$ cat src/mi3_pkg.sv
// Shared types, widths and cofactor index table for the 3x3 matrix inverse.
`timescale 1ns / 1ps
`default_nettype none
package mi3_pkg;

  localparam int unsigned DW    = 32;            // entry width
  localparam int unsigned FB    = 16;            // fraction bits
  localparam int unsigned PW    = 2 * DW;        // one entry product
  localparam int unsigned CW    = 2 * DW + 1;    // signed cofactor
  localparam int unsigned CMW   = 2 * DW;        // cofactor magnitude
  localparam int unsigned PLW   = 2 * DW + 1;    // split product for determinant
  localparam int unsigned DTW   = 3 * DW + 3;    // signed determinant
  localparam int unsigned QB    = DW + 2;        // quotient bits below overflow bit
  localparam int unsigned RW    = DTW + QB;      // divider remainder width
  localparam int unsigned SW    = $clog2(QB + 1);
  localparam int unsigned QDEPTH = 4;            // front to back queue depth
  localparam int unsigned QAW   = $clog2(QDEPTH);
  localparam int unsigned QCW   = $clog2(QDEPTH + 1);
  localparam int unsigned NLANE = 9;

  // adjugate entry i = m[a]*m[b] - m[c]*m[d], entries indexed row*3+col
  localparam int unsigned COF_IDX [NLANE][4] = '{
    '{4, 8, 5, 7}, '{2, 7, 1, 8}, '{1, 5, 2, 4},
    '{5, 6, 3, 8}, '{0, 8, 2, 6}, '{2, 3, 0, 5},
    '{3, 7, 4, 6}, '{1, 6, 0, 7}, '{0, 4, 1, 3}
  };

  typedef struct packed {
    logic signed [DW-1:0] m_00;
    logic signed [DW-1:0] m_01;
    logic signed [DW-1:0] m_02;
    logic signed [DW-1:0] m_10;
    logic signed [DW-1:0] m_11;
    logic signed [DW-1:0] m_12;
    logic signed [DW-1:0] m_20;
    logic signed [DW-1:0] m_21;
    logic signed [DW-1:0] m_22;
  } mi3_in_t;

  typedef struct packed {
    logic signed [DW-1:0] inv_00;
    logic signed [DW-1:0] inv_01;
    logic signed [DW-1:0] inv_02;
    logic signed [DW-1:0] inv_10;
    logic signed [DW-1:0] inv_11;
    logic signed [DW-1:0] inv_12;
    logic signed [DW-1:0] inv_20;
    logic signed [DW-1:0] inv_21;
    logic signed [DW-1:0] inv_22;
    logic                 singular;
  } mi3_out_t;

  // one queued job: adjugate and determinant, both exact
  typedef struct packed {
    logic [NLANE-1:0][CW-1:0] adj;
    logic [DTW-1:0]           det;
  } mi3_job_t;

endpackage
`default_nettype wire

$ cat src/mi3_fifo.sv
// Short job queue between the front pipeline and the divider.
`timescale 1ns / 1ps
`default_nettype none
module mi3_fifo (
  input  wire logic              clk,
  input  wire logic              rst_n,
  input  wire logic              push,
  input  wire mi3_pkg::mi3_job_t push_data,
  input  wire logic              pop,
  output logic                   empty,
  output mi3_pkg::mi3_job_t      head
);

  localparam int unsigned QAW = mi3_pkg::QAW;

  mi3_pkg::mi3_job_t     mem_r [mi3_pkg::QDEPTH];
  logic [QAW-1:0]        wp_r, rp_r;
  logic [mi3_pkg::QCW-1:0] cnt_r;

  // store pushed word
  always_ff @(posedge clk) begin
    if (push) begin
      mem_r[wp_r] <= push_data;
    end
  end

  // move pointers
  always_ff @(posedge clk) begin
    if (!rst_n) begin
      wp_r  <= '0;
      rp_r  <= '0;
      cnt_r <= '0;
    end else begin
      if (push) wp_r <= wp_r + 1'b1;
      if (pop)  rp_r <= rp_r + 1'b1;
      cnt_r <= cnt_r + mi3_pkg::QCW'(push) - mi3_pkg::QCW'(pop);
    end
  end

  assign empty = (cnt_r == '0);
  assign head  = mem_r[rp_r];

endmodule
`default_nettype wire

$ cat config.mk
export PLATFORM = sky130hd
export DESIGN_NAME = mi3_fifo
export DESIGN_NICKNAME = d
export VERILOG_FILES = /design/src/mi3_pkg.sv /design/src/mi3_fifo.sv
export SDC_FILE = /design/constraint.sdc
export NUM_CORES = 2
export LEC_CHECK = 0
export BUFFER_PORTS_ARGS = -buffer_cell sky130_fd_sc_hd__buf_4
export CORE_AREA = 5 5 534 536
export CTS_BUF_LIST = sky130_fd_sc_hd__clkbuf_16
export DETAILED_ROUTE_END_ITERATION = 7
export DIE_AREA = 0 0 539 541
export PLACE_DENSITY_LB_ADDON = 0.2
export SETUP_SLACK_MARGIN = 0.05
export SYNTH_ARGS = -nofsm -noshare
export SYNTH_HDL_FRONTEND = slang
export SYNTH_SLANG_ARGS = --single-unit
$ cat constraint.sdc
create_clock -name clk -period 40.2 [get_ports clk]
set_clock_uncertainty 0.15 [all_clocks]
set_input_delay 4.02 -clock clk [delete_from_list [all_inputs] [get_ports clk]]
set_output_delay 4.02 -clock clk [all_outputs]
set_load 0.005 [all_outputs]
# Yosys cells after proc, flatten, opt, wreduce, memory -nomap -nowiden
# Memory sizes are Yosys's and may differ from the RTL's. A register that Yosys moved wholly into a read port is not among the register bits.
# Index checks and enable logic that the tools add are counted.
# classes
addsub	4
mux	4
reduce_logical	1
# op_table
operator	count
2-bit by 1-bit adder with 2-bit output (second input constant)	2
2-bit 2-to-1 mux	2
3-bit by 1-bit adder with 3-bit output	1
3-bit logical NOT	1
3-bit by 1-bit subtractor with 3-bit output	1
1-bit 2-to-1 mux	2
# totals
reg_bits	7
ram_bits	2736
out_inout_bits	685
memories	1
# memory_table
name	depth	width	rd	rd_ports_with_merged_regs	wr	line	rtl
mem_r	4	684	1	1	1	mi3_fifo.sv:16	mi3_pkg::mi3_job_t mem_r [mi3_pkg::QDEPTH];

# Longest topological paths before layout
# depth
depth_word	3
depth_mapped	7
mapped_depth_nobuf	7

# Worst setup path after synthesis
# OpenSTA, ideal clock, no wires.
# synth_path
kind	input port to flip-flop
start	in push
end	mem mem_r[0][0] (netlist name), enable pin
setup_time_ps	1138
arrival_ps	19345
setup_slack_ps	19567
cell_stages	1
n_path_buf	0
path_cell_list	and2_1
# synth_via
elab_chain_cells	2
# synth_rtl
element	line	rtl
start, declared	mi3_fifo.sv:7	input wire logic push,
1-bit 2-to-1 mux	mi3_fifo.sv:22	if (push) begin
1-bit 2-to-1 mux (not written as such)	mi3_fifo.sv:23	mem_r[wp_r] <= push_data;
end, declared	mi3_fifo.sv:16	
# Every way passes these cells.

==> run metrics <==
First-pass DRT Iterations=7; final instance area=about 120000 µm²; max incr delay on CP=about 900 ps; Final setup viols=0; PortBufs=around 1.4k; Max-cap violations=0; crit end category=output port; critical path depth in cells=6; Slew Limit Fails=0; critical path, cell by cell=buf_4 > buf_12 > buf_4 > buf_4 > mux4_2 > buf_4; global-route wire length before repair=around 370000 µm; via count=about 45k; minimum clock period=between 10000 and 15000 ps; Worst slew margin=22.1%; crit path DAT=between 6000 and 7000 ps; Top-Level Pins=around 1.4k; EDFF count, synth=between 2k and 3k; Achievable Freq=between 90 and 100 MHz; status=completed; CTS Hold Bufs=0; Synth area leader=edfxtp_1; Iter 0 DRT Violations=around 3.1k; CTS H-tree lvls=5; CTS tree=built; critical path class=flop to output port; DR vias/cell=4.95; total track usage=about 18%; hold crit path type=flop to flop; remaining antenna violation count=0; top cell type's share of synthesized area=82.3%; Synth async-reset ratio=0%; Mapped Cells=between 3k and 4k; wire length per cell=~29 µm; critical path startpoint category=flop; Critical Path Fanout Max=99; Top delay family on crit path=buffers and inverters; row count=between 150 and 200; worst hold slack=between 300 and 400 ps; Post-CTS Setup Repair Bufs=0; Power Dens Cells=about 53 nW/µm²; Longest Clk Path Bufs=4; initial core utilization=a little over a third; hold path cells=2; share of layout cells above drive strength 1=between 40% and 50%; TritonCTS Buffers=roughly 300; root buffer cell=clkbuf_16; initial antenna violation count=around 120; # DRC=0; Yosys reg bits=2745; Slew @ Worst Pin=1170 ps; fillcell total=about 24k; unrepaired setup endpoints after global routing=no; Final Hold Viols=0; clock latency on the worst-skew pair=around 870 ps; Main synth FF type=edfxtp_1; Placer Congestion=between 0.7 and 0.8; Leak Pwr=40.8 nW; Tcrit/Tclk final=25.5%; DP Worst Slack=between 30000 and 40000 ps; TNS Setup=0 ps; synth unique cells=22; Critical Path Most Common Cell=buf_4; Die Wd=539 µm; YS warnings=0; die height=about 540 µm; Final Power=~6.6 mW; required time worst endpoint=between 30000 and 40000 ps; vias in the first global route=between 40k and 50k; final setup margin=roughly 30000 ps; crit path max-delay cell type=dfxtp_4; post-cts sizing count=0; DP HPWL=roughly 180000 µm; syn avg cell area=about 28 µm²; worst reg-to-reg path cell count=6; largest net degree at the start of global routing=~150; Synth Cell Area=99800 µm²; worst path bufs/invs=5; Total Wirelength=between 200000 and 300000 µm; DP Area=between 100000 and 150000 µm²; top post-synthesis cells by area=edfxtp_1 82%, mux4_2 15%, buf_12 1.3%; Remaining Overflow, GRT=0; area delta synth->final=23.2%; Post-Syn Nets=4309; die area=292000 µm²; TritonCTS Sinks=approximately 2.7k; Clock Pin Slew Worst Setup and Hold Paths=roughly 60 ps; fin nets=5888; Seq/Total Area, Yosys=slightly above 80%; Max IR drop VDD=between 30 and 40 µV; core region area=280000 µm²
stage by stage:
step,std cells,util [%]
after floorplan,3614,-
after global placement,8636,40.5
after detailed placement,8636,40.5
after CTS,9159,43.8
after global routing,9171,43.8
final,9195,43.9
cells by family (layout without fill, tap and decap cells):
| group | Yosys count | after routing | share of synthesized area (%) |
|---|---|---|---|
| buffers and inverters | 159 | 1961 | 1.85 |
| other | 0 | 36 | 0 |
| XOR/XNOR | 3 | 3 | 0.0414 |
| AO/OA/AOI/OAI | 2 | 2 | 0.0150 |
| adder cells (fa/ha/maj) | 7 | 7 | 0.0953 |
| multiplexers | 685 | 685 | 15.4 |
| AND/OR/NAND/NOR | 13 | 13 | 0.0689 |
| flip-flops | 2745 | 2745 | 82.5 |
path summary, 6_finish.rpt:
kind | slack (ps) | start | endpoint
min reg2reg | 380 | rp_r[1] | flop
max | 29940 | flop | head[564]
max reg2reg | 35210 | wp_r[0] | mem_r[3][254]
min | 380 | rp_r[1] | flop
cell usage in the layout (no fill, tap or decap), types with 4 or more instances in the layout:
master      instances
edfxtp_1         2736
buf_4            1417
mux4_2            684
clkbuf_16         300
clkinv_1           76
inv_1              69
clkinv_2           38
diode_2            36
bufinv_16          15
buf_12             14
clkinv_16           8
inv_16              8
dfxtp_1             7
ha_1                6
clkinvlp_4          6
nor2_1              5
inv_6               5
clkinv_8            5
and2_4              4
where the power goes:
part           switching, mW  internal (mW)
clock network           1.11           1.46
logic                  0.347          0.323
registers             0.0286           3.29
flip-flops by register name, indices dropped and copies added, names as in the netlist, named ones only:
signal / flops
mem_r: 2736
cnt_r: 3
rp_r: 2
wp_r: 2
per-layer routing:
metal	global-route usage [%]	share of wire (%)	vias up
li1	-	-	19100
met1	20.4	36	24200
met2	29.7	49	1642
met3	9.43	12	476
met4	4.81	2.7	136
met5	0	0.31	-
final cells by class:
cell class | instances | area, µm² | area share (%)
clock buffers | 300 | 7510 | 6.11
clock inverters | 223 | 1730 | 1.41
inverters | 7 | 26.3 | 0.0214
well taps | 3743 | 4680 | 3.81
multi-input cells | 710 | 15600 | 12.7
repair buffers | 1431 | 10900 | 8.88
diodes | 36 | 90.1 | 0.0733
flip-flops and latches | 2745 | 82300 | 67.0
Yosys cell counts (2+ instances only):
| master | count |
|---|---|
| mux4_2 | 684 |
| buf_8 | 7 |
| clkbuf_1 | 7 |
| nor2_1 | 5 |
| xnor2_1 | 2 |
| edfxtp_1 | 2736 |
| and2_1 | 6 |
| buf_2 | 68 |
| inv_1 | 7 |
| buf_12 | 66 |
| buf_4 | 2 |
| ha_1 | 6 |
| dfxtp_1 | 9 |
worst reg2reg max path: stages (launching register included):
cell and delay [ps]:
dfxtp_1 390, ha_1 170, and2_4 600, buf_12 600, buf_4 1150, buf_4 640
buf_4 780
Power figures use the tool's default switching activity.
